--- src/brcs_pkg.sv ---
// ----------------------------------------------------------------------------
// Bezier curve record setup: shared package
// Field types of the input and result channels, the job record that passes
// from the front end to the coefficient back end, and shared constants.
// ----------------------------------------------------------------------------
`default_nettype none

package brcs_pkg;

  // Fixed-point format of the coordinates.
  localparam int unsigned COORD_W   = 32;
  localparam int unsigned FRAC_BITS = 16;
  localparam int unsigned VALUE_W   = 32;
  localparam int unsigned COEFF_W   = COORD_W + 4;
  localparam int unsigned SAMPLE_W  = 31;
  localparam int unsigned COLOUR_W  = 32;

  localparam int unsigned NUM_POINTS = 4;
  localparam int unsigned NUM_AXES   = 3;

  // Degree codes carried by a finish item; anything else is treated as cubic.
  localparam logic [1:0] DEG_LINEAR = 2'd1;
  localparam logic [1:0] DEG_QUAD   = 2'd2;

  // Coefficient slot that closes a record.
  localparam logic [1:0] SLOT_K3 = 2'd3;

  typedef enum logic [1:0] {
    KIND_POINT        = 2'd0,
    KIND_START_COLOUR = 2'd1,
    KIND_END_COLOUR   = 2'd2,
    KIND_FINISH       = 2'd3
  } kind_e;

  typedef logic signed [COORD_W-1:0]  coord_t;
  typedef logic signed [COEFF_W-1:0]  coeff_t;
  typedef logic        [SAMPLE_W-1:0] sample_t;
  typedef logic        [COLOUR_W-1:0] colour_t;

  localparam sample_t SAMPLE_MAX = '1;

  typedef struct packed {
    kind_e                     kind;
    logic signed [VALUE_W-1:0] value_x;
    logic signed [VALUE_W-1:0] value_y;
    logic signed [VALUE_W-1:0] value_z;
    logic [1:0]                point_slot;
    logic [1:0]                degree;
    logic [15:0]               sample_count;
    logic                      joins_previous;
  } in_item_t;

  typedef struct packed {
    coeff_t     coeff_x;
    coeff_t     coeff_y;
    coeff_t     coeff_z;
    logic [1:0] coeff_slot;
    sample_t    first_sample;
    sample_t    last_sample;
    sample_t    chain_first;
    colour_t    colour_start;
    colour_t    colour_end;
    logic       last_of_record;
  } out_item_t;

  // Per-record fields that ride along with the coefficients unchanged.
  typedef struct packed {
    sample_t first_sample;
    sample_t last_sample;
    sample_t chain_first;
    colour_t colour_start;
    colour_t colour_end;
  } rec_meta_t;

  // One finished curve as handed from the front end to the back end.
  typedef struct packed {
    coord_t [NUM_POINTS-1:0][NUM_AXES-1:0] pts;
    logic [1:0]                            degree;
    rec_meta_t                             meta;
  } job_t;

endpackage

`default_nettype wire

--- src/brcs_front.sv ---
// ----------------------------------------------------------------------------
// Bezier curve record setup: front end
// Accepts input items, keeps the control points and packed colours, assigns
// the sample range of each finished curve and issues a job per finish item.
// ----------------------------------------------------------------------------
`default_nettype none

module brcs_front (
  input  logic               clk_i,
  input  logic               rst_ni,
  input  logic               in_valid_i,
  output logic               in_ready_o,
  input  brcs_pkg::in_item_t in_item_i,
  output logic               job_valid_o,
  input  logic               job_ready_i,
  output brcs_pkg::job_t     job_o
);
  import brcs_pkg::*;

  localparam coord_t OneQ = coord_t'(1 << FRAC_BITS);

  // Clamp a channel to [0, 1.0] and scale it to a rounded byte.
  function automatic logic [7:0] pack_byte(input coord_t v);
    logic [FRAC_BITS:0]   clamped;
    logic [FRAC_BITS+8:0] scaled;
    if (v[COORD_W-1]) begin
      clamped = '0;
    end else if (v > OneQ) begin
      clamped = OneQ[FRAC_BITS:0];
    end else begin
      clamped = v[FRAC_BITS:0];
    end
    scaled = {clamped, 8'd0} - (FRAC_BITS+9)'(clamped)
             + (FRAC_BITS+9)'(1 << (FRAC_BITS-1));
    return scaled[FRAC_BITS +: 8];
  endfunction

  function automatic colour_t pack_colour(input in_item_t item);
    return {8'hFF, pack_byte(coord_t'(item.value_z)), pack_byte(coord_t'(item.value_y)),
            pack_byte(coord_t'(item.value_x))};
  endfunction

  coord_t  store_q [NUM_POINTS][NUM_AXES];
  colour_t start_q, end_q;
  sample_t next_q, chain_q;
  logic    seen_q;

  logic    in_transfer;
  logic    new_chain;
  sample_t first, last, next_d, chain_d;
  logic [15:0]       span;
  logic [SAMPLE_W:0] last_wide;

  // Items of every kind are held off while the queue is full.
  assign in_ready_o  = job_ready_i;
  assign in_transfer = in_valid_i && in_ready_o;
  assign job_valid_o = in_valid_i && (in_item_i.kind == KIND_FINISH);

  // Sample range of the curve carried by a finish item.
  always_comb begin
    new_chain = !seen_q || !in_item_i.joins_previous;
    if (new_chain) begin
      first = next_q;
    end else if (next_q != '0) begin
      first = next_q - 1'b1;
    end else begin
      first = '0;
    end
    span      = (in_item_i.sample_count == 16'd0) ? 16'd0 : in_item_i.sample_count - 16'd1;
    last_wide = {1'b0, first} + (SAMPLE_W+1)'(span);
    last      = last_wide[SAMPLE_W] ? SAMPLE_MAX : last_wide[SAMPLE_W-1:0];
    next_d    = (last == SAMPLE_MAX) ? SAMPLE_MAX : last + 1'b1;
    chain_d   = new_chain ? first : chain_q;
  end

  // Job record: a snapshot of the points and colours at the finish item.
  always_comb begin
    for (int s = 0; s < NUM_POINTS; s++) begin
      for (int c = 0; c < NUM_AXES; c++) begin
        job_o.pts[s][c] = store_q[s][c];
      end
    end
    job_o.degree            = in_item_i.degree;
    job_o.meta.first_sample = first;
    job_o.meta.last_sample  = last;
    job_o.meta.chain_first  = chain_d;
    job_o.meta.colour_start = start_q;
    job_o.meta.colour_end   = end_q;
  end

  // Control point store; entries are undefined until written.
  always_ff @(posedge clk_i) begin
    if (in_transfer && in_item_i.kind == KIND_POINT) begin
      store_q[in_item_i.point_slot][0] <= coord_t'(in_item_i.value_x);
      store_q[in_item_i.point_slot][1] <= coord_t'(in_item_i.value_y);
      store_q[in_item_i.point_slot][2] <= coord_t'(in_item_i.value_z);
    end
  end

  // Colours and sample bookkeeping.
  always_ff @(posedge clk_i or negedge rst_ni) begin
    if (!rst_ni) begin
      start_q <= '0;
      end_q   <= '0;
      next_q  <= '0;
      chain_q <= '0;
      seen_q  <= 1'b0;
    end else if (in_transfer) begin
      unique case (in_item_i.kind)
        KIND_START_COLOUR: start_q <= pack_colour(in_item_i);
        KIND_END_COLOUR:   end_q   <= pack_colour(in_item_i);
        KIND_FINISH: begin
          next_q  <= next_d;
          chain_q <= chain_d;
          seen_q  <= 1'b1;
        end
        KIND_POINT: ;
      endcase
    end
  end

endmodule

`default_nettype wire

--- config.mk ---
export PLATFORM = sky130hd
export DESIGN_NAME = brcs_front
export DESIGN_NICKNAME = d
export VERILOG_FILES = /design/src/brcs_pkg.sv /design/src/brcs_front.sv
export SDC_FILE = /design/constraint.sdc
export NUM_CORES = 1
export LEC_CHECK = 0
export ABC_CLOCK_PERIOD_IN_PS = 8250
export BUFFER_PORTS_ARGS = -buffer_cell sky130_fd_sc_hd__clkbuf_2
export CAP_MARGIN = 20
export CORE_MARGIN = 5
export CORE_UTILIZATION = 35
export CTS_CLUSTER_SIZE = 30
export DETAILED_ROUTE_END_ITERATION = 10
export PLACE_DENSITY = 0.64
export SLEW_MARGIN = 20
export SYNTH_ARGS = -nofsm -noshare
export SYNTH_HDL_FRONTEND = slang
export SYNTH_SLANG_ARGS = --single-unit
--- constraint.sdc ---
create_clock -name clk_i -period 8.25 [get_ports clk_i]
set_input_delay 1.65 -clock clk_i [delete_from_list [all_inputs] [get_ports clk_i]]
set_output_delay 1.65 -clock clk_i [all_outputs]
set_load 0.05 [all_outputs]
==> results.cfg <==
[sta]
final.min_clock_period_ns = 7.84
fin_setup_tns_ns = 0
final_max_slew_viol_count = 0
hold_violations = 0
transition_time_at_the_pin_with_the_least_slew_margin_ns = 1.08
max_clock_freq_ghz = 0.128
fin_hold_ws_ns = 0.473
setup_viol = 0
ratio_of_final_minimum_period_to_clock_period_pct = 95.0
headroom_to_the_max_slew_limit_pct = 27.7
clock_skew_ns = 0.0203
unrepaired_setup_endpoints_after_global_routing = false
layout_setup_ws_ns = 0.411

[route]
dr.first_iter.drc_count = 1158
via_count = 16700
drtPass1Iterations = 5
drt-total-wl_um = 78800
ant_nets = 0
drcViolationCount = 0
detail_route.vias_per_cell = 5.08
detail_route.wl_per_cell_um = 23.9

[floorplanning]
core-area_um2 = 61600
die_height_um = 259
dieArea_um2 = 67200
initial_cell_density_of_the_core_pct = 35.3
design.portCount = 668
die_width_um = 259
rows = 91

[grt]
maximum_number_of_pins_on_one_net_before_global_route_repair = 79
grt_antenna_before_repair = 5
grt.total_usage_pct = 22.1
first_pass_grt_wire_length_um = 112000
grt_pass1_vias = 16400
grt_overflow = 0

[cells_and_area]
final_nets = 2626
area_delta_synth_final_pct = 28.7
layout-drive-gt1-share_pct = 34.3
post-route-cell-area_um2 = 28000
final_core_utilization_pct = 45.4

[clocking]
tritoncts_clock_tree = yes
clk_pin_slew_ns = 0.06
ctsHtreeMaxLevel = 2
insertion_delay_ns = 0.59
ctsLongestPathBuffers = 3
cts-root-buf = sky130_fd_sc_hd__clkbuf_16
clock_sink_count = 497
cts_inserted_buffers = 52
hold_buffers = 0

[critical_path]
path_max_fanout = 13
cp_data_required_time_ns = 6.60
cp.arrival_ns = 6.19
critical_setup_path_class = in2out
critical-path-max-stage-delay_ns = 0.43
cp_slowest_cell = sky130_fd_sc_hd__fa_1
cp_cell_sequence = clkbuf_2 > inv_1 > ha_1 > nor2b_1 > nand2_1 > nor4_1 > buf_4 > nand2_1 > nor3_1 > buf_4 > nor2_1 > ha_1 > fa_1 > a211oi_2 > o21ai_0 > nand4b_1 > o211a_1 > a21o_1 > nor2_1 > and3_1 > a31oi_1 > clkbuf_2
crit_buf_inv = 5
reg2reg_depth = 20
crit_cells = 22
cp-end-kind = output port
critPathLaunchType = input pin
critPathTopFamily = compound AO/OA/AOI/OAI gates

[logic_synthesis]
post-synth-top-count-cell = sky130_fd_sc_hd__edfxtp_1
yosys.cell_types.count = 82
yosys-top-cells-count = sky130_fd_sc_hd__edfxtp_1 (384), sky130_fd_sc_hd__nand2_1 (319), sky130_fd_sc_hd__dfrtp_1 (113)
synth_edf_count = 384
yosys_most_used_dff = sky130_fd_sc_hd__edfxtp_1
synth_top_cell_area_share_pct = 53.0
synth_instances = 1736
synthesis.nets = 1948
number_of_synthesized_register_bits = 497
yosysWarningCount = 0
synth-seq-area-share_pct = 66.0
synth_top_area_cell = sky130_fd_sc_hd__edfxtp_1
async_flop_share_pct = 22.7
synthTopCellsByArea = sky130_fd_sc_hd__edfxtp_1 (53%), sky130_fd_sc_hd__dfrtp_1 (13%), sky130_fd_sc_hd__nand2_1 (5.5%)
synth_area_um2 = 21800
postSynthAreaPerCell_um2 = 12.5

[power_and_ir_drop]
p_per_area_nw_per_um2 = 316
peak_supply_drop_uv = 505
power.static_leakage_nw = 11.8

[placement]
port-buffer-count = 663
detailedPlacementHpwl_um = 60900
placed_cell_area_um2 = 26200
dp_slack_ns = 0.332
finalWeightedCongestion = 0.922

[flow_run]
drv.max_cap_violation_count = 0

[hold_path]
worstHoldPathType = reg2reg
min_path_cells = 2

[outcome]
outcome = finished, final reports clean
-- state kept, by name, indices dropped and copies added, names as in the netlist --
signal / flops
end_q: 25
next_q: 31
store_q: 384
start_q: 25
chain_q: 31
seen_q: 1
-- per-stage QoR --
stage / cells / total power [mW]
floorplan: 1736 / 5.38
global placement: 3197 / 6.45
detailed placement: 3197 / 6.45
CTS: 3295 / 8.88
global route: 3295 / 9.23
finish: 3296 / 8.84
-- final cells by class --
class	count	area (µm²)
clock inverter	33	378
timing repair buffer	698	3710
tap	837	1050
clock buffer	65	1420
sequential	497	14400
fill	5664	33600
antenna	1	2.50
multi-input combinational	1122	6920
inverter	43	161
-- layer usage --
metal	wire length [µm]	GRT usage, %	part of all wire [%]	vias to the layer above
li1	-	-	-	7662
met1	30800	27.8	39	8189
met2	37300	36.1	47	740
met3	7580	7.17	9.6	144
met4	3060	8.01	3.9	4
met5	21	0	0.027	-
-- layout by cell type (no fill, tap or decap), types with 13 or more instances in the layout --
| master | instances |
|---|---|
| sky130_fd_sc_hd__clkbuf_2 | 654 |
| sky130_fd_sc_hd__edfxtp_1 | 384 |
| sky130_fd_sc_hd__nand2b_1 | 13 |
| sky130_fd_sc_hd__nor2_1 | 102 |
| sky130_fd_sc_hd__nand2_1 | 318 |
| sky130_fd_sc_hd__a31oi_1 | 27 |
| sky130_fd_sc_hd__ha_1 | 88 |
| sky130_fd_sc_hd__inv_1 | 41 |
| sky130_fd_sc_hd__nor4_1 | 32 |
| sky130_fd_sc_hd__a21oi_1 | 51 |
| sky130_fd_sc_hd__clkbuf_16 | 52 |
| sky130_fd_sc_hd__dfrtp_1 | 113 |
| sky130_fd_sc_hd__a21o_1 | 14 |
| sky130_fd_sc_hd__o21ai_0 | 90 |
| sky130_fd_sc_hd__nand3_1 | 21 |
| sky130_fd_sc_hd__and2_1 | 33 |
| sky130_fd_sc_hd__buf_4 | 35 |
| sky130_fd_sc_hd__xnor2_1 | 57 |
| sky130_fd_sc_hd__or3_1 | 13 |
| sky130_fd_sc_hd__nor3_1 | 35 |
| sky130_fd_sc_hd__xor2_1 | 27 |
| sky130_fd_sc_hd__or2_2 | 17 |
| sky130_fd_sc_hd__nand4_1 | 13 |
| sky130_fd_sc_hd__o21ai_1 | 17 |
-- path summary, 6_finish.rpt --
path | from | endpoint | slack, ns
min in group asynchronous | rst_ni | chain_q[26] | 1.09
worst max-delay path | in_item_i[1] | job_o[125] | 0.41
worst min-delay path | chain_q[9] | chain_q[9] | 0.47
max in group asynchronous | rst_ni | next_q[16] | 5.96
worst max register to register | next_q[24] | next_q[16] | 1.51
worst min register to register | chain_q[9] | chain_q[9] | 0.47
-- timing repair --
| action | in CTS | in global routing |
|---|---|---|
| resized for setup | 0 | 4 |
| setup buffers | 0 | 0 |
| endpoints found under the hold margin | 0 | 0 |
| setup endpoints to repair | 0 | 19 |
-- report_power, final --
part | leakage, nW | switching, mW | total, mW | internal, mW
clock network | 0.866 | 1.01 | 2.41 | 1.40
logic | 6.12 | 2.44 | 3.36 | 0.924
registers | 4.83 | 0.197 | 3.07 | 2.88
total | 11.8 | 3.64 | 8.84 | 5.20
-- worst min-delay path, delay by kind of cell, from the launching register on --
kind / cells / cell delay (ns)
and+or+nand+nor: 2 / 0.11
DFF: 1 / 0.34
-- cell families after synthesis --
kind of cell	share of synthesized area (%)
adder cells (fa/ha/maj)	5.15
multiplexers	0.178
AND/OR/NAND/NOR	15.1
AO/OA/AOI/OAI	7.65
buffers and inverters	2.46
flip-flops	66.0
XOR/XNOR	3.46
Power figures use the tool's default switching activity.
