`src/brcs_queue.sv`:
```
// ----------------------------------------------------------------------------
// Bezier curve record setup: job queue
// A small first-in first-out queue that lets the front end and the back end
// stall independently of each other.
// ----------------------------------------------------------------------------
`default_nettype none

module brcs_queue #(
  parameter int unsigned WIDTH = 8,
  parameter int unsigned DEPTH = 2
) (
  input  logic             clk_i,
  input  logic             rst_ni,
  input  logic             push_valid_i,
  output logic             push_ready_o,
  input  logic [WIDTH-1:0] push_data_i,
  output logic             pop_valid_o,
  input  logic             pop_ready_i,
  output logic [WIDTH-1:0] pop_data_o
);

  localparam int unsigned PtrW = (DEPTH > 1) ? $clog2(DEPTH) : 1;
  localparam int unsigned CntW = $clog2(DEPTH + 1);

  logic [WIDTH-1:0] mem_q [DEPTH];
  logic [PtrW-1:0]  wr_ptr_q, rd_ptr_q;
  logic [CntW-1:0]  count_q;
  logic             push, pop;

  assign push_ready_o = (count_q != CntW'(DEPTH));
  assign pop_valid_o  = (count_q != '0);
  assign pop_data_o   = mem_q[rd_ptr_q];
  assign push         = push_valid_i && push_ready_o;
  assign pop          = pop_valid_o && pop_ready_i;

  // Storage; entries carry no reset.
  always_ff @(posedge clk_i) begin
    if (push) begin
      mem_q[wr_ptr_q] <= push_data_i;
    end
  end

  // Pointers and fill count.
  always_ff @(posedge clk_i or negedge rst_ni) begin
    if (!rst_ni) begin
      wr_ptr_q <= '0;
      rd_ptr_q <= '0;
      count_q  <= '0;
    end else begin
      if (push) begin
        wr_ptr_q <= (wr_ptr_q == PtrW'(DEPTH - 1)) ? '0 : wr_ptr_q + 1'b1;
      end
      if (pop) begin
        rd_ptr_q <= (rd_ptr_q == PtrW'(DEPTH - 1)) ? '0 : rd_ptr_q + 1'b1;
      end
      if (push && !pop) begin
        count_q <= count_q + 1'b1;
      end else if (pop && !push) begin
        count_q <= count_q - 1'b1;
      end
    end
  end

endmodule

`default_nettype wire

```
`config.mk`:
```
export PLATFORM = sky130hd
export DESIGN_NAME = brcs_queue
export DESIGN_NICKNAME = d
export VERILOG_FILES = /design/src/brcs_queue.sv
export SDC_FILE = /design/constraint.sdc
export NUM_CORES = 1
export LEC_CHECK = 0
export ABC_AREA = 1
export ABC_CLOCK_PERIOD_IN_PS = 1500
export BUFFER_PORTS_ARGS = -buffer_cell sky130_fd_sc_hd__buf_4
export CORE_AREA = 5 5 43 54
export CTS_CLUSTER_DIAMETER = 200
export CTS_CLUSTER_SIZE = 16
export DETAILED_ROUTE_END_ITERATION = 16
export DIE_AREA = 0 0 48 59
export PLACE_DENSITY_LB_ADDON = 0.12
export SLEW_MARGIN = 25
export SYNTH_ARGS = -nofsm -noshare
export SYNTH_HDL_FRONTEND = slang
export SYNTH_SLANG_ARGS = --single-unit
```
`constraint.sdc`:
```
create_clock -name clk_i -period 1.5 [get_ports clk_i]
set_input_delay 0.3 -clock clk_i [delete_from_list [all_inputs] [get_ports clk_i]]
set_output_delay 0.3 -clock clk_i [all_outputs]
set_load 0.01 [all_outputs]
```
==> run metrics, run 1 <==
Worst R2R Setup Slack ~0.13 ns; IO buf count 21; 1st-pass router iterations 4; Async SR Flop Fraction about a fifth; GR Layer Usage met3 3.04%; initial antenna violation count 0; R2R cell count 9; Die Wd approximately 48 um; starting density of the core between 40% and 50%; Clock Skew 0.000885 ns; die area about 2800 um2; I/O Pins 22; Gate Count Post-Synth 70; Critical Path Max Stage Delay around 0.46 ns; hold path cells 1; initial DRC count 4; Req. time, crit path 1.20 ns; ANT cells 0; Vias/cell between 4 and 5; Final period util between 90 and 100%; Final Wtd Congestion around 0.71; WL/cell about 12 um; launch point of the worst hold path push_data_i[6]; fin. max-slew vios 0; DP HPWL 1110 um; Commonest cells post-synth nand2_1 (30), edfxtp_1 (16), dfrtp_1 (4), inv_1 (4), inv_2 (3); CP Launch Type register; Worst Path Max Fanout 7; PnR worst setup slack 0.0529 ns; Final nets between 100 and 150; mapped cell area between 800 and 900 um2; Crit path top cell by count nand2_1; Hold Path Class in2reg; hold endpoint mem_q[0][6]$_DFFE_PP_; Slew HR 87.2%; most common cell in the netlist nand2_1; DR vias 570; number of synthesized flops with an enable pin 16; Layout area overhead 36.8%; ys flop type edfxtp_1; row count 17; dpl ws between 0.1 and 0.15 ns; register area share after synthesis a little over two thirds; total global routing overflow 0; post-layout util between 60% and 70%; critical path's slowest cell dfrtp_2; status complete, no violations; RSZ-0062 raised after global routing true; maximum VDD drop 0.907 mV; Synth top area share between 50 and 60%; largest net degree at the start of global routing 12; CTS clk-pin slew, worst paths around 0.1 ns; min Tclk post-route between 1 and 1.5 ns; cts bufs inserted 3; kind of critical path reg2out; overall fraction of global-route tracks in use roughly an eighth; Mapped Avg Cell Area between 10 and 15 um2; Skew-Pair Late Insertion Delay ~0.29 ns; P_leak about 0.53 nW; non-filler instance count after layout 120; R2R Path Start count_q[0]$_DFFE_PN0P_; worst slew pin tran 0.193 ns; met2 Use GR between 10% and 20%; f_max around 690 MHz; root buffer cell clkbuf_4; FF-to-FF End count_q[1]$_DFFE_PN0P_; Area contributors post-synth edfxtp_1 (58%), nand2_1 (14%), dfrtp_1 (12%), nand2_4 (2.7%), xor2_2 (2.0%); Sink Count 20; final hold violation count 0; crit path cell chain buf_6, nand2_1, nand2_1, buf_4; CP endpoint kind primary output; post-synthesis cell type count 14; gr busiest metal met2; WP data arrival 1.15 ns; Routed WL ~1500 um; # DRC 0; worst hold slack approximately 0.18 ns; final-report setup violation count 0; die height between 50 and 60 um; TritonCTS clock tree yes; CTS Buffer Depth 2; first-pass GRT wire length 2390 um; Yosys Warn Count 0; M1 GR Usage around 15%; Placed Cells between 100 and 150; max_cap viols 0; final setup TNS 0 ns; syn_nets 83; largest area contributor in the netlist edfxtp_1; Antenna Nets Post-Route 0; vias in the first global route around 550; layout cells sized above 1 45.5%; PwrDens around 1900 nW/um2; htree depth 1; CORE AREA 1740 um2; synthesis-stage register bit count 20
==> worst max path at each step <==
stage	startpoint	end	slack, ns	cells past startpoint
final	rd_ptr_q$_DFFE_PN0P_	pop_data_o[2]	0.05	4
after global routing	rd_ptr_q$_DFFE_PN0P_	pop_data_o[4]	-0.02	4
after CTS	rd_ptr_q$_DFFE_PN0P_	pop_data_o[0]	0.03	4
after detailed placement	count_q[0]$_DFFE_PN0P_	count_q[1]$_DFFE_PN0P_	0.15	9
after global placement	count_q[0]$_DFFE_PN0P_	count_q[1]$_DFFE_PN0P_	0.19	9
after floorplan	count_q[0]$_DFFE_PN0P_	mem_q[0][0]$_DFFE_PP_	0.18	4
==> power breakdown <==
group	switching [mW]	internal, mW
clock	0.154	0.148
combinational	0.516	0.482
sequential	0.0918	0.776
total	0.761	1.41
==> worst max-delay path, delay by kind of cell, from the launching register on <==
family / cells / cell delay [ns]
buffers and inverters: 2 / 0.29
AND/OR/NAND/NOR: 2 / 0.10
flip-flops: 1 / 0.46
==> stage by stage <==
stage / total power [mW] / cell area (um2)
5_1_grt: 2.33 / 1130
6_report: 2.17 / 1130
4_1_cts: 2.07 / 1080
3_3_place_gp: 1.75 / 1030
3_5_place_dp: 1.77 / 1030
2_1_floorplan: 1.38 / 827
==> registers in the layout, summed over array words and instances, names as in the netlist <==
name      flops
mem_q        16
count_q       2
rd_ptr_q      1
wr_ptr_q      1
==> cells by family (layout without fill, tap and decap cells) <==
| kind of cell | count (synthesis) | in the layout | synth area share (%) |
|---|---|---|---|
| buffers and inverters | 8 | 39 | 4.54 |
| and+or+nand+nor | 39 | 39 | 20.7 |
| adders and majority gates | 1 | 1 | 1.51 |
| xor gates and xnor gates | 2 | 2 | 3.03 |
| DFF | 20 | 20 | 70.2 |
==> repair_timing <==
| action | in CTS | in global routing |
|---|---|---|
| hold buffers | 1 | 0 |
| setup buffers | 0 | 1 |
| resized for setup | 0 | 14 |
| hold endpoints to repair | 4 | 0 |
| setup endpoints to repair | 0 | 8 |
==> routing by layer <==
metal | share of wire (%) | vias to the layer above
li1 | - | 286
met4 | 1.9 | 0
met5 | 0 | -
met3 | 7.6 | 4
met1 | 39 | 261
met2 | 51 | 19
==> placed cells by master, fill, tap and decap left out, types with 2 or more instances in the layout <==
master and n:
edfxtp_1 16, buf_4 22, buf_6 5, nand3_1 2
nand2_4 3, nand2_1 24, inv_2 2, clkbuf_4 3
inv_1 4, nor2_1 2, dfrtp_1 3, nand2_2 7
==> cell type report <==
type | count | area [um2]
multi-input cells | 42 | 229
repair buffers | 28 | 231
inverters | 7 | 28.8
clock buffers | 4 | 36.3
flip-flops and latches | 20 | 582
well taps | 19 | 23.8
fillers | 135 | 613
Power figures use the tool's default switching activity.
==> run 2, diff against run 1 <==
Settings changed: ABC_CLOCK_PERIOD_IN_PS 1500 to 1400.
Clock period 1.5 ns to 1.4 ns, I/O delays scaled along.
==> run metrics, run 2 (synthesis gave the netlist of run 1 again) <==
CORE AREA 1740 um2 (unchanged); failing checks negative setup slack; Antenna Nets Post-Route 0 (unchanged); die area 2830 um2 (unchanged); PwrDens 2080 nW/um2 (was 1920 nW/um2); CTS Buffer Depth 2 (unchanged); worst slew pin tran 0.143 ns (was 0.193 ns); commonest non-fill, non-tap cells in the layout buf_4 (21), nand2_1 (18), edfxtp_1 (16), nand2_2 (14), buf_6 (11) (was nand2_1 (24), buf_4 (22), edfxtp_1 (16), nand2_2 (7), buf_6 (5)); R2R Path Start count_q[0]$_DFFE_PN0P_ (unchanged); WP data arrival 1.14 ns (was 1.15 ns); TritonCTS clock tree yes (unchanged); IO buf count 21 (unchanged); Slew HR 90.5% (was 87.2%); Die Wd 48 um (unchanged); vias in the first global route 552 (was 545); DP HPWL 1170 um (was 1110 um); PnR worst setup slack -0.0231 ns (was 0.0529 ns); f_max ~700 MHz; RSZ-0062 raised after global routing true (unchanged); layout cells sized above 1 54.7% (was 45.5%); gr busiest metal met2 (unchanged); DR vias 580 (was 570); status complete, but fails checks (was complete, no violations); dpl ws 0.0221 ns (was 0.146 ns); P_leak 0.548 nW (was 0.528 nW); met2 Use GR 20.0% (was 18.7%); maximum VDD drop 1.13 mV (was 0.907 mV); Worst Path Max Fanout 6 (was 7); Final period util 102%; fin. max-slew vios 0 (unchanged); launch point of the worst hold path push_data_i[2] (was push_data_i[6]); min Tclk post-route about 1.4 ns; largest net degree at the start of global routing 12 (unchanged); I/O Pins 22 (unchanged); final setup TNS -0.0622 ns (was 0 ns); Layout area overhead 46.0% (was 36.8%); total global routing overflow 0 (unchanged); commonest non-fill, non-tap cell in the layout buf_4 (was nand2_1); cts bufs inserted 3 (unchanged); 1st-pass router iterations 4 (unchanged); # DRC 0 (unchanged); Largest regs mem_q (16), count_q (2) (unchanged); Clock Skew 0.00220 ns (was 0.000885 ns); Top reg by flops mem_q (unchanged); max_cap viols 0 (unchanged); Top Family by Delay on Critical Path flip-flops (unchanged); CTS clk-pin slew, worst paths 0.10 ns (about the same); root buffer cell clkbuf_4 (unchanged); GR Layer Usage met3 3.65% (was 3.04%); htree depth 1 (unchanged); final hold violation count 0 (unchanged); final-report setup violation count 5 (was 0); initial DRC count 9 (was 4); overall fraction of global-route tracks in use 13.0% (was 12.0%); Vias/cell 4.64 (was 4.75); Routed WL 1630 um (was 1450 um); Final Power 2.51 mW (was 2.17 mW); CP bufs+invs 2 (unchanged); die height 59 um (unchanged); crit path cell chain buf_6, nand2_2, nand2_2, buf_6 (was buf_6, nand2_1, nand2_1, buf_4); initial antenna violation count 0 (unchanged); row count 17 (unchanged); M1 GR Usage 14.1% (was 15.2%); first-pass GRT wire length 2410 um (was 2390 um); starting density of the core 47.4% (unchanged); kind of critical path reg2out (unchanged); Sink Count 20 (unchanged); max reg flops 16 (unchanged); Critical Path Max Stage Delay 0.47 ns (was 0.46 ns); CP Launch Type register (unchanged); CP endpoint kind primary output (unchanged); Skew-Pair Late Insertion Delay 0.29 ns (about the same); Hold Path Class in2reg (unchanged); Final nets 120 (was 115); Req. time, crit path 1.12 ns (was 1.20 ns); critical path's slowest cell dfrtp_2 (unchanged); ANT cells 0 (unchanged); Final Wtd Congestion 0.725 (was 0.712); Worst setup startpoint rd_ptr_q$_DFFE_PN0P_ (unchanged); WL/cell 13.0 um (was 12.1 um)
[run 2: cell types whose count changed in the layout (fill, tap and decap cells not counted), sizes merged]
cell,previous run,this run
inv,7,6
clkinv,0,1
buf,27,32
[run 2: routing by layer]
layer	routed length (um)	share of wire, %
met3	93	5.7
met2	879	54
met4	55	3.4
met1	597	37
met5	0	0
[run 2: metrics by stage]
stage	hold WS (ns)	std cells	instance area (um2)	utilization (%)
finish	0.160	125	1210	69.2
global route	0.133	125	1210	69.2
CTS	0.151	122	1120	64.3
detailed placement	0.0832	114	1030	59.3
global placement	0.0820	114	1030	59.3
floorplan	-0.0156	70	827	-
[run 2: where the power goes]
part / internal [mW] / switching [mW]
Combinational: 0.680 / 0.622
Sequential: 0.835 / 0.101
Clock: 0.111 / 0.164
[run 2: worst paths after layout]
path | endpoint | cells after the start | slack, ns
worst max-delay path | pop_data_o[1] | 4 | -0.02
worst min-delay path | mem_q[1][2]$_DFFE_PP_ | 1 | 0.16
worst max register to register | count_q[1]$_DFFE_PN0P_ | 9 | 0.06
worst min register to register | count_q[0]$_DFFE_PN0P_ | 2 | 0.61
max in group asynchronous | rd_ptr_q$_DFFE_PN0P_ | 2 | 0.96
min in group asynchronous | count_q[0]$_DFFE_PN0P_ | 2 | 0.33
[run 2: cell type report]
class / count / area (um2)
Sequential cell: 20 / 583
Timing Repair Buffer: 33 / 292
Clock buffer: 4 / 26.3
Fill cell: 137 / 537
Multi-Input combinational cell: 42 / 251
Tap cell: 19 / 23.8
Inverter: 7 / 31.3
[run 2: what timing repair did]
item / CTS / global route
hold buffers: 1 / 0
gates cloned: 0 / 0
gates resized for setup: 9 / 19
buffers inserted: 3 / 3
hold endpoints to repair: 4 / 0
setup endpoints to repair: 8 / 10
pin swaps: 4 / 5
==> run 3, diff against run 2 <==
Settings changed: PLACE_DENSITY set to 0.73, PLACE_DENSITY_LB_ADDON 0.12 to unset.
==> run metrics, run 3 (synthesis gave the netlist of run 1 again) <==
1st-pass router iterations 4 (unchanged); row count 17 (unchanged); crit path cell chain buf_8, clkinv_8, nand2_2, nand2_2, buf_6 (was buf_6, nand2_2, nand2_2, buf_6); combinational share of power 52.3% (was 51.8%); status complete, but fails checks (unchanged); Sw Ratio 37.1% (was 35.3%); kind of critical path reg2out (unchanged); P_leak 0.532 nW (was 0.548 nW); worst hold slack 0.168 ns (was 0.160 ns); CTS clk-pin slew, worst paths 0.11 ns (was 0.10 ns); dpl ws 0.0572 ns (was 0.0221 ns); commonest non-fill, non-tap cells in the layout buf_4 (19), nand2_1 (16), nand2_2 (16), edfxtp_1 (16), buf_6 (7) (was buf_4 (21), nand2_1 (18), edfxtp_1 (16), nand2_2 (14), buf_6 (11)); ANT cells 0 (unchanged); sw power 0.918 mW (was 0.887 mW); DP HPWL 1080 um (was 1170 um); CORE AREA 1740 um2 (unchanged); Flop pwr share 37.1% (was 37.2%); max reg flops 16 (unchanged); Crit path top cell by count nand2_2; Layout area overhead 43.6% (was 46.0%); CP bufs+invs 3 (was 2); DR vias 589 (was 580); cts bufs inserted 3 (unchanged); final hold violation count 0 (unchanged); failing checks negative setup slack (unchanged); Critical Path Max Stage Delay 0.43 ns (was 0.47 ns); Slew HR 87.8% (was 90.5%); initial DRC count 7 (was 9); Req. time, crit path 1.12 ns (about the same); Final nets 117 (was 120); root buffer cell clkbuf_4 (unchanged); Top reg by flops mem_q (unchanged); total global routing overflow 0 (unchanged); clock share of power 10.6% (was 10.9%); Top Family by Delay on Critical Path flip-flops (unchanged); initial antenna violation count 0 (unchanged); die area 2830 um2 (unchanged); internal power 1.56 mW (was 1.63 mW); # DRC 0 (unchanged); htree depth 1 (unchanged); CTS Buffer Depth 2 (unchanged); Sink Count 20 (unchanged); Antenna Nets Post-Route 0 (unchanged); TritonCTS clock tree yes (unchanged); PnR worst setup slack -0.0116 ns (was -0.0231 ns); Skew-Pair Late Insertion Delay 0.29 ns (about the same); CP Launch Type register (unchanged); fin. max-slew vios 0 (unchanged); commonest non-fill, non-tap cell in the layout buf_4 (unchanged); Die Wd 48 um (unchanged); maximum VDD drop 1.03 mV (was 1.13 mV); Final period util 101% (was 102%); die height 59 um (unchanged); layout cells sized above 1 54.4% (was 54.7%); WP data arrival 1.13 ns (was 1.14 ns); Largest regs mem_q (16), count_q (2) (unchanged); final-report setup violation count 3 (was 5); Worst Path Max Fanout 6 (unchanged); PwrDens 2090 nW/um2 (was 2080 nW/um2); min Tclk post-route 1.41 ns (was 1.42 ns); f_max 708 MHz (was 703 MHz); Clock Skew 0.00456 ns (was 0.00220 ns); overall fraction of global-route tracks in use 13.1% (was 13.0%); Vias/cell 4.83 (was 4.64); Final Wtd Congestion 0.724 (was 0.725); starting density of the core 47.4% (unchanged); vias in the first global route 586 (was 552); critical path's slowest cell dfrtp_2 (unchanged); first-pass GRT wire length 2610 um (was 2410 um); CP endpoint kind primary output (unchanged); largest net degree at the start of global routing 12 (unchanged); Routed WL 1640 um (was 1630 um); RSZ-0062 raised after global routing true (unchanged); WL/cell 13.4 um (was 13.0 um); IO buf count 21 (unchanged); worst slew pin tran 0.183 ns (was 0.143 ns); I/O Pins 22 (unchanged); max_cap viols 0 (unchanged); Hold Path Class in2reg (unchanged)
## run 3: metal layers
metal | vias to the layer above | wire length (um) | global-route usage (%)
li1 | 289 | - | -
met2 | 17 | 921 | 23.4
met5 | - | 0 | 0
met4 | 0 | 14 | 2.31
met3 | 2 | 91 | 3.04
met1 | 281 | 609 | 15.7
## run 3: path summary, 6_finish.rpt
check                                       start                     end  slack, ns  cells past startpoint
max                          rd_ptr_q$_DFFE_PN0P_           pop_data_o[7]      -0.01                      5
min                                push_data_i[0]   mem_q[1][0]$_DFFE_PP_       0.17                      1
max reg2reg                count_q[0]$_DFFE_PN0P_  count_q[1]$_DFFE_PN0P_       0.11                      9
min reg2reg                count_q[0]$_DFFE_PN0P_  count_q[0]$_DFFE_PN0P_       0.54                      1
max in group asynchronous                  rst_ni    rd_ptr_q$_DFFE_PN0P_       0.98                      2
min in group asynchronous                  rst_ni  count_q[0]$_DFFE_PN0P_       0.31                      2
## run 3: what timing repair did
action,4_1_cts,5_1_grt
gates cloned,1,0
buffers inserted,3,2
resized for setup,19,13
endpoints found under the hold margin,4,0
endpoints found under the setup margin,8,9
pin swaps,4,7
hold buffers,1,0
## run 3: power by group through the flow
stage               clock network (mW)  registers [mW]  logic [mW]
floorplan                            0           0.902       0.573
global placement                     0           0.944       0.865
detailed placement                   0           0.951       0.896
CTS                              0.268           0.910        1.14
global route                     0.301           0.932        1.42
finish                           0.263           0.918        1.30
## run 3: final cells by class
class	count	area (um2)
multi-input combinational	42	256
sequential	20	582
fill	137	557
tap	19	23.8
clock buffer	3	22.5
timing repair inverter	1	8.76
inverter	7	38.8
timing repair buffer	29	251
clock inverter	1	3.75
## run 3: stage by stage
| stage | cells | util, % | cell area (um2) | total power [mW] | setup TNS [ns] |
|---|---|---|---|---|---|
| after floorplan | 70 | - | 827 | 1.48 | 0 |
| after global placement | 111 | 58.0 | 1010 | 1.81 | 0 |
| after detailed placement | 111 | 58.0 | 1010 | 1.85 | 0 |
| after CTS | 120 | 64.3 | 1120 | 2.32 | -0.0124 |
| after global routing | 122 | 68.1 | 1190 | 2.65 | -0.453 |
| final | 122 | 68.1 | 1190 | 2.48 | -0.0224 |
